--- src/hw/rtl/lpfd_pkg.sv ---
// ----------------------------------------------------------------------------
// lpfd_pkg
// Types and codes shared by the page frame directory and its frame cells.
// ----------------------------------------------------------------------------
package lpfd_pkg;

   // Widest frame index or recency rank over the supported frame counts.
   localparam int IDX_MAX_W = 6;
   localparam int FRAME_W   = 4;

   localparam logic [2:0] OP_ACCESS = 3'd0;
   localparam logic [2:0] OP_PIN    = 3'd1;
   localparam logic [2:0] OP_UNPIN  = 3'd2;
   localparam logic [2:0] OP_DIRTY  = 3'd3;
   localparam logic [2:0] OP_FLUSH  = 3'd4;

   localparam logic [1:0] ST_DONE   = 2'd0;
   localparam logic [1:0] ST_MISS   = 2'd1;
   localparam logic [1:0] ST_FULL   = 2'd2;
   localparam logic [1:0] ST_ABSENT = 2'd3;

   typedef struct packed {
      logic [2:0]  operation;
      logic [31:0] page;
   } req_type;

   typedef struct packed {
      logic [1:0]  status;
      logic [3:0]  frame;
      logic        victim_valid;
      logic [31:0] victim_page;
      logic        writeback_valid;
      logic [31:0] writeback_page;
   } rsp_type;

   // Broadcast command applied to all frame cells at once.
   typedef struct packed {
      logic apply;
      logic reorder;
      logic bump_all;
      logic fill;
      logic pin_inc;
      logic pin_dec;
      logic set_dirty;
      logic clr_dirty;
   } cell_cmd_type;

   // Running result of the victim and free frame search along the chain.
   typedef struct packed {
      logic                 vic_found;
      logic [IDX_MAX_W-1:0] vic_rank;
      logic [IDX_MAX_W-1:0] vic_idx;
      logic [31:0]          vic_page;
      logic                 vic_dirty;
      logic                 free_found;
      logic [IDX_MAX_W-1:0] free_idx;
   } scan_type;

endpackage

--- src/hw/rtl/lru_page_frame_directory_unit.sv ---
// ----------------------------------------------------------------------------
// lru_page_frame_directory_unit
// Directory of a page buffer pool with LRU replacement and pinning.
// ----------------------------------------------------------------------------
// Timing: a hit or a non-access request goes from lookup straight to
// completion; an access miss first waits in the search state while the victim
// search ripples through the chain of frame cells, one cell a cycle.
// One request at a time: the next is accepted only after completion, and
// completion waits while the consumer still holds the previous response.
// Synchronous reset empties every frame and sets the frame limit to 16.
module lru_page_frame_directory_unit
   import lpfd_pkg::*;
#(
   parameter int FRAMES   = 16,
   parameter int PIN_BITS = 8
) (
   input  logic       clock,
   input  logic       reset,
   input  logic       req_valid,
   output logic       req_ready,
   input  req_type    req_data,
   output logic       rsp_valid,
   input  logic       rsp_ready,
   output rsp_type    rsp_data,
   input  logic       csr_valid,
   output logic       csr_ready,
   input  logic [4:0] csr_data
);
   localparam int IW = $clog2(FRAMES);
   localparam int OW = $clog2(FRAMES + 1);
   localparam int CW = (OW > 5) ? OW : 5;

   // The controller walks a request through lookup, an optional search
   // of the chain, and a completion step that updates the cells and the response.
   typedef enum logic [3:0] {
      S_IDLE = 4'b0001,
      S_LOOK = 4'b0010,
      S_SCAN = 4'b0100,
      S_DONE = 4'b1000
   } state_type;

   state_type     state_ff, state_in;
   req_type       req_ff, req_in;
   logic [4:0]    lim_ff, lim_in;
   logic [OW-1:0] occ_ff, occ_in;
   logic [IW-1:0] cnt_ff, cnt_in;
   logic          hit_ff, hit_in;
   logic [IW-1:0] hit_idx_ff, hit_idx_in;
   logic [IW-1:0] hit_rank_ff, hit_rank_in;
   logic          hit_dirty_ff, hit_dirty_in;
   logic          rsp_valid_ff, rsp_valid_in;
   rsp_type       rsp_ff, rsp_in;

   // Cell side signals.
   cell_cmd_type  cmd;
   logic [IW-1:0] target;
   logic [IW-1:0] thr;
   logic [FRAMES-1:0] hit_vec;
   logic [FRAMES-1:0] cell_dirty;
   logic [IW-1:0] cell_rank [FRAMES];
   scan_type      chain [FRAMES+1];

   // Combinational helpers.
   logic          look_hit;
   logic [IW-1:0] look_idx;
   logic [IW-1:0] look_rank;
   logic          look_dirty;
   logic [CW-1:0] limit;
   logic          full;
   logic          out_free;
   logic [IDX_MAX_W-1:0] frame_wide;

   assign chain[0] = '0;

   for (genvar k = 0; k < FRAMES; k++) begin : g_cell
      lpfd_cell #(
         .FRAMES   (FRAMES),
         .PIN_BITS (PIN_BITS),
         .INDEX    (k)
      ) u_cell (
         .clock     (clock),
         .reset     (reset),
         .cmd       (cmd),
         .sel       (target == IW'(k)),
         .thr       (thr),
         .look_page (req_ff.page),
         .scan_in   (chain[k]),
         .hit       (hit_vec[k]),
         .rank      (cell_rank[k]),
         .dirty     (cell_dirty[k]),
         .scan_out  (chain[k+1])
      );
   end

   // Pages are unique among valid frames, so at most one cell hits and the
   // hit frame's fields can be gathered with a plain OR.
   always_comb begin
      look_hit   = |hit_vec;
      look_idx   = '0;
      look_rank  = '0;
      look_dirty = 1'b0;
      for (int k = 0; k < FRAMES; k++) begin
         if (hit_vec[k]) begin
            look_idx   = look_idx | IW'(k);
            look_rank  = look_rank | cell_rank[k];
            look_dirty = look_dirty | cell_dirty[k];
         end
      end
   end

   // The programmed limit is clamped to one through FRAMES.
   always_comb begin
      if (lim_ff == 5'd0) begin
         limit = CW'(1);
      end else if (CW'(lim_ff) > CW'(FRAMES)) begin
         limit = CW'(FRAMES);
      end else begin
         limit = CW'(lim_ff);
      end
      full = CW'(occ_ff) >= limit;
   end

   assign out_free  = !rsp_valid_ff || rsp_ready;
   assign req_ready = (state_ff == S_IDLE);
   assign csr_ready = 1'b1;
   assign rsp_valid = rsp_valid_ff;
   assign rsp_data  = rsp_ff;

   always_comb begin
      state_in     = state_ff;
      req_in       = req_ff;
      lim_in       = lim_ff;
      occ_in       = occ_ff;
      cnt_in       = cnt_ff;
      hit_in       = hit_ff;
      hit_idx_in   = hit_idx_ff;
      hit_rank_in  = hit_rank_ff;
      hit_dirty_in = hit_dirty_ff;
      rsp_valid_in = rsp_valid_ff;
      rsp_in       = rsp_ff;
      cmd          = '0;
      target       = hit_idx_ff;
      thr          = hit_rank_ff;
      frame_wide   = '0;

      if (rsp_valid_ff && rsp_ready) begin
         rsp_valid_in = 1'b0;
      end
      if (csr_valid && csr_ready) begin
         lim_in = csr_data;
      end

      unique case (state_ff)
         S_IDLE: begin
            if (req_valid) begin
               req_in   = req_data;
               state_in = S_LOOK;
            end
         end
         S_LOOK: begin
            hit_in       = look_hit;
            hit_idx_in   = look_idx;
            hit_rank_in  = look_rank;
            hit_dirty_in = look_dirty;
            cnt_in       = '0;
            if (req_ff.operation == OP_ACCESS && !look_hit) begin
               state_in = S_SCAN;
            end else begin
               state_in = S_DONE;
            end
         end
         S_SCAN: begin
            // Wait until the search has rippled through every cell.
            cnt_in = cnt_ff + 1'b1;
            if (cnt_ff == IW'(FRAMES - 1)) begin
               state_in = S_DONE;
            end
         end
         S_DONE: begin
            if (out_free) begin
               rsp_in = '0;
               case (req_ff.operation) inside
                  OP_ACCESS: begin
                     if (hit_ff) begin
                        rsp_in.status = ST_DONE;
                        frame_wide    = IDX_MAX_W'(hit_idx_ff);
                        cmd.apply     = 1'b1;
                        cmd.reorder   = 1'b1;
                     end else if (full) begin
                        if (chain[FRAMES].vic_found) begin
                           // Evict and refill in place: frames younger than
                           // the victim age by one, older ones keep rank.
                           rsp_in.status       = ST_MISS;
                           frame_wide          = chain[FRAMES].vic_idx;
                           rsp_in.victim_valid = 1'b1;
                           rsp_in.victim_page  = chain[FRAMES].vic_page;
                           if (chain[FRAMES].vic_dirty) begin
                              rsp_in.writeback_valid = 1'b1;
                              rsp_in.writeback_page  = chain[FRAMES].vic_page;
                           end
                           target      = chain[FRAMES].vic_idx[IW-1:0];
                           thr         = chain[FRAMES].vic_rank[IW-1:0];
                           cmd.apply   = 1'b1;
                           cmd.reorder = 1'b1;
                           cmd.fill    = 1'b1;
                        end else begin
                           rsp_in.status = ST_FULL;
                        end
                     end else if (chain[FRAMES].free_found) begin
                        rsp_in.status = ST_MISS;
                        frame_wide    = chain[FRAMES].free_idx;
                        target        = chain[FRAMES].free_idx[IW-1:0];
                        cmd.apply     = 1'b1;
                        cmd.reorder   = 1'b1;
                        cmd.bump_all  = 1'b1;
                        cmd.fill      = 1'b1;
                        occ_in        = occ_ff + 1'b1;
                     end else begin
                        rsp_in.status = ST_FULL;
                     end
                  end
                  OP_PIN, OP_UNPIN, OP_DIRTY, OP_FLUSH: begin
                     if (!hit_ff) begin
                        rsp_in.status = ST_ABSENT;
                     end else begin
                        rsp_in.status = ST_DONE;
                        frame_wide    = IDX_MAX_W'(hit_idx_ff);
                        cmd.apply     = 1'b1;
                        cmd.pin_inc   = (req_ff.operation == OP_PIN);
                        cmd.pin_dec   = (req_ff.operation == OP_UNPIN);
                        cmd.set_dirty = (req_ff.operation == OP_DIRTY);
                        if (req_ff.operation == OP_FLUSH && hit_dirty_ff) begin
                           rsp_in.writeback_valid = 1'b1;
                           rsp_in.writeback_page  = req_ff.page;
                           cmd.clr_dirty          = 1'b1;
                        end
                     end
                  end
                  default: begin
                     rsp_in = '0;
                  end
               endcase
               rsp_in.frame = frame_wide[FRAME_W-1:0];
               rsp_valid_in = 1'b1;
               state_in     = S_IDLE;
            end
         end
         default: begin
            state_in = S_IDLE;
         end
      endcase
   end

   always_ff @(posedge clock) begin
      if (reset) begin
         state_ff     <= S_IDLE;
         lim_ff       <= 5'd16;
         occ_ff       <= '0;
         rsp_valid_ff <= 1'b0;
      end else begin
         state_ff     <= state_in;
         lim_ff       <= lim_in;
         occ_ff       <= occ_in;
         rsp_valid_ff <= rsp_valid_in;
      end
      req_ff       <= req_in;
      cnt_ff       <= cnt_in;
      hit_ff       <= hit_in;
      hit_idx_ff   <= hit_idx_in;
      hit_rank_ff  <= hit_rank_in;
      hit_dirty_ff <= hit_dirty_in;
      rsp_ff       <= rsp_in;
   end

   // The directory never counts more occupied frames than it has.
   a_occ_bound: assert property (@(posedge clock) disable iff (reset)
      occ_ff <= OW'(FRAMES))
      else $error("occupied count exceeds frame count");

   // A page never sits in two frames at once.
   a_hit_unique: assert property (@(posedge clock) disable iff (reset)
      state_ff == S_LOOK |-> $onehot0(hit_vec))
      else $error("page present in more than one frame");

   // A new response is only produced by the completion step.
   a_rsp_src: assert property (@(posedge clock) disable iff (reset)
      $rose(rsp_valid_ff) |-> $past(state_ff == S_DONE))
      else $error("response raised outside completion");

   // Cells are only updated while completing a request.
   a_cmd_done: assert property (@(posedge clock) disable iff (reset)
      cmd.apply |-> state_ff == S_DONE && out_free)
      else $error("cell update outside completion");

endmodule

--- src/hw/rtl/lpfd_cell.sv ---
// ----------------------------------------------------------------------------
// lpfd_cell
// One frame of the directory: page tag, valid, dirty, pin count and recency
// rank, plus one registered stage of the victim search chain.
// ----------------------------------------------------------------------------
module lpfd_cell
   import lpfd_pkg::*;
#(
   parameter int FRAMES   = 16,
   parameter int PIN_BITS = 8,
   parameter int INDEX    = 0
) (
   input  logic                      clock,
   input  logic                      reset,
   input  cell_cmd_type              cmd,
   input  logic                      sel,
   input  logic [$clog2(FRAMES)-1:0] thr,
   input  logic [31:0]               look_page,
   input  scan_type                  scan_in,
   output logic                      hit,
   output logic [$clog2(FRAMES)-1:0] rank,
   output logic                      dirty,
   output scan_type                  scan_out
);
   localparam int IW = $clog2(FRAMES);
   localparam logic [PIN_BITS-1:0] PIN_MAX = {PIN_BITS{1'b1}};

   logic                valid_ff, valid_in;
   logic                dirty_ff, dirty_in;
   logic [PIN_BITS-1:0] pins_ff, pins_in;
   logic [IW-1:0]       rank_ff, rank_in;
   logic [31:0]         page_ff, page_in;
   scan_type            scan_ff, scan_in_nx;

   assign hit      = valid_ff && (page_ff == look_page);
   assign rank     = rank_ff;
   assign dirty    = dirty_ff;
   assign scan_out = scan_ff;

   always_comb begin
      valid_in = valid_ff;
      dirty_in = dirty_ff;
      pins_in  = pins_ff;
      rank_in  = rank_ff;
      page_in  = page_ff;
      if (cmd.apply) begin
         if (cmd.reorder && valid_ff && !sel && (cmd.bump_all || rank_ff < thr)) begin
            rank_in = rank_ff + 1'b1;
         end
         if (sel) begin
            if (cmd.reorder) begin
               rank_in = '0;
            end
            if (cmd.fill) begin
               valid_in = 1'b1;
               page_in  = look_page;
               dirty_in = 1'b0;
               pins_in  = '0;
            end
            if (cmd.pin_inc && pins_ff != PIN_MAX) begin
               pins_in = pins_ff + 1'b1;
            end
            if (cmd.pin_dec && pins_ff != '0) begin
               pins_in = pins_ff - 1'b1;
            end
            if (cmd.set_dirty) begin
               dirty_in = 1'b1;
            end
            if (cmd.clr_dirty) begin
               dirty_in = 1'b0;
            end
         end
      end
   end

   // Oldest unpinned frame wins; the lowest free frame wins.
   always_comb begin
      scan_in_nx = scan_in;
      if (valid_ff && pins_ff == '0 &&
          (!scan_in.vic_found || IDX_MAX_W'(rank_ff) > scan_in.vic_rank)) begin
         scan_in_nx.vic_found = 1'b1;
         scan_in_nx.vic_rank  = IDX_MAX_W'(rank_ff);
         scan_in_nx.vic_idx   = IDX_MAX_W'(INDEX);
         scan_in_nx.vic_page  = page_ff;
         scan_in_nx.vic_dirty = dirty_ff;
      end
      if (!scan_in.free_found && !valid_ff) begin
         scan_in_nx.free_found = 1'b1;
         scan_in_nx.free_idx   = IDX_MAX_W'(INDEX);
      end
   end

   always_ff @(posedge clock) begin
      if (reset) begin
         valid_ff <= 1'b0;
         dirty_ff <= 1'b0;
         pins_ff  <= '0;
      end else begin
         valid_ff <= valid_in;
         dirty_ff <= dirty_in;
         pins_ff  <= pins_in;
      end
      rank_ff <= rank_in;
      page_ff <= page_in;
      scan_ff <= scan_in_nx;
   end

endmodule

--- config.mk ---
export PLATFORM = sky130hd
export DESIGN_NAME = lru_page_frame_directory_unit
export DESIGN_NICKNAME = d
export VERILOG_FILES = /design/src/hw/rtl/lpfd_pkg.sv /design/src/hw/rtl/lru_page_frame_directory_unit.sv /design/src/hw/rtl/lpfd_cell.sv
export SDC_FILE = /design/constraint.sdc
export NUM_CORES = 2
export LEC_CHECK = 0
export BUFFER_PORTS_ARGS = -buffer_cell sky130_fd_sc_hd__buf_4
export CORE_UTILIZATION = 44
export CTS_BUF_LIST = sky130_fd_sc_hd__clkbuf_4 sky130_fd_sc_hd__clkbuf_8 sky130_fd_sc_hd__clkbuf_16
export DETAILED_ROUTE_END_ITERATION = 8
export SLEW_MARGIN = 20
export SYNTH_ARGS = -nofsm -noshare
export SYNTH_HDL_FRONTEND = slang
export SYNTH_HIERARCHICAL = 1
export SYNTH_SLANG_ARGS = --single-unit
export TNS_END_PERCENT = 1
--- constraint.sdc ---
create_clock -name clock -period 12.6 [get_ports clock]
set_input_delay 1.26 -clock clock [delete_from_list [all_inputs] [get_ports clock]]
set_output_delay 1.26 -clock clock [all_outputs]
set_load 0.03 [all_outputs]
==> results.json <==
{
  "clk_pin_slew_ns": 0.06,
  "cts_made_buffers": 169,
  "firstDrtPassIters": 8,
  "cts_tree": "built",
  "syn_inst": 5786,
  "syn_area_per_cell_sq_um": 12.7,
  "critPathArrivalTime_ns": 5.68,
  "drt.antenna.violating_nets": 0,
  "fin_crit_sh_pct": 40.1,
  "rsz0062_at_grt": "no",
  "fin_setup_tns_ns": 0,
  "path_max_fanout": 62,
  "p_per_area_mw_per_mm2": 149,
  "leakagePower_nw": 32.1,
  "dp_cells": 8038,
  "r2r-start": "lim_ff[1]",
  "grt_overflow": 0,
  "worstSetupPathType": "reg2reg",
  "startpoint": "lim_ff[1]",
  "postLayoutCoreUtil_pct": 50.0,
  "slew_viol_final": 0,
  "port_buffers": 118,
  "instances_no_fill": 8356,
  "ir_drop_mv": 0.152,
  "drt_wl_total_um": 154000,
  "yosys_warnings": 6,
  "ctsResizeCount": 0,
  "final_common_cell": "dfxtp_1",
  "grt_pass1_wl_um": 244000,
  "viasPerCell": 5.31,
  "die_w_um": 410,
  "die_area_sq_mm": 0.168,
  "cts_buffer_depth": 3,
  "n_fill_cell": 14374,
  "status": "finished, violations left",
  "wire_per_inst_um": 18.4,
  "hold_viol_final": 0,
  "clk_latency_ns": 0.80,
  "setup-violations-final": 0,
  "hold_class": "reg2reg",
  "endpoint_kind": "register",
  "grt_pass1_vias": 43686,
  "clock_sink_count": 1654,
  "root_buffer": "clkbuf_16",
  "grt_util_all_layers_pct": 17.9,
  "dr_total_vias": 44377,
  "tightest_slew_ns": 1.16,
  "area_delta_synth_final_pct": 12.6,
  "layout-drive-gt1-share_pct": 21.0,
  "chipHeight_um": 410,
  "netlist_area_sq_mm": 0.0733,
  "min_from": "g_cell[4].u_cell/scan_out[42]",
  "htree_levels": 4,
  "drc": 56,
  "cp.required_ns": 13.24,
  "final_cell_mix": "957 x dfxtp_1, 697 x edfxtp_1, 512 x mux2_4, 466 x xnor2_1, 234 x inv_1",
  "antenna_found_initial": 1,
  "maxCapViolCount": 0,
  "fin_skew_ns": 0.0299,
  "fmax_ghz": 0.198,
  "start_util_pct": 44.4,
  "gp_congestion": 0.873,
  "grt_start_max_net_pins": 101,
  "drt_iter0_drc": 3241,
  "post_cts_buffers": 0,
  "period_needed_ns": 5.05,
  "holdBufCountCts": 0,
  "total_power_mw": 12.3,
  "rows": 149,
  "ios": 120,
  "core_sq_mm": 0.165,
  "max_slew_margin_pct": 22.2,
  "worstSetupStartpointType": "register",
  "hpwl_um": 109000,
  "violations": "design-rule violations",
  "finalNetCount": 6248
}
-- report_power, final --
group	leakage, nW	internal, mW	switching [mW]
clock network	3.07	3.26	2.09
registers	14.3	5.84	0.0786
logic	14.7	0.431	0.581
total	32.1	9.54	2.75
-- metal layers --
metal | global-route usage [%] | routed length, um
met1 | 24.5 | 71800
met2 | 28.9 | 69900
met3 | 2.94 | 8050
met4 | 5.58 | 3900
met5 | 0 | 0
-- layout make-up --
type / count / area [sq um] / area share [%]
Clock buffer: 245 / 5200 / 6.30
Multi-Input combinational cell: 3742 / 31000 / 37.5
Tap cell: 2189 / 2740 / 3.32
Antenna cell: 1 / 2.50 / 0.00303
Sequential cell: 1654 / 40100 / 48.6
Inverter: 235 / 882 / 1.07
Timing Repair Buffer: 218 / 1650 / 2.00
Clock inverter: 72 / 982 / 1.19
-- stage by stage --
step / hold WS, ns / worst slack (ns) / area, sq um
after global placement: 0.392 / 7.57 / 76300
after detailed placement: 0.392 / 7.51 / 76300
final: 0.405 / 7.55 / 82500
after global routing: 0.423 / 7.11 / 82500
after CTS: 0.406 / 7.55 / 82500
after floorplan: 0.386 / 5.75 / 73500
-- final timing paths --
check                                       end  slack (ns)  cells past startpoint
setup / recovery   g_cell[13].u_cell/pins_ff[4]        7.55                     16
hold / removal    g_cell[5].u_cell/scan_out[42]        0.40                      1
setup reg to reg   g_cell[13].u_cell/pins_ff[4]        7.55                     16
hold reg to reg   g_cell[5].u_cell/scan_out[42]        0.40                      1
-- registers in the layout, indices dropped and copies added (netlist names) --
name,cells
cnt_ff,4
g_cell.u_cell/dirty,16
g_cell.u_cell/page_ff,512
g_cell.u_cell/pins_ff,128
g_cell.u_cell/rank,64
g_cell.u_cell/scan_out,782
g_cell.u_cell/valid_ff,16
hit_dirty_ff,1
hit_ff,1
hit_idx_ff,4
hit_rank_ff,4
lim_ff,5
occ_ff,5
req_ff,35
rsp_data,72
rsp_valid,1
state_ff,4
-- worst max-delay path, cell delays in order, from the launching register on --
cell and delay (ns):
dfxtp_1 0.33, nor3_1 0.19, nor2_1 0.07, nor2_1 0.11, ha_1 0.24, nor2b_1 0.14, o21ai_2 0.13, a21oi_4 0.43
mux2i_1 0.32, nor2_1 0.24, o21a_4 0.14, buf_4 0.59, buf_4 0.67, and2_0 0.48, o31ai_2 0.21, o311ai_1 0.34
o41ai_1 0.12
Power figures use the tool's default switching activity.
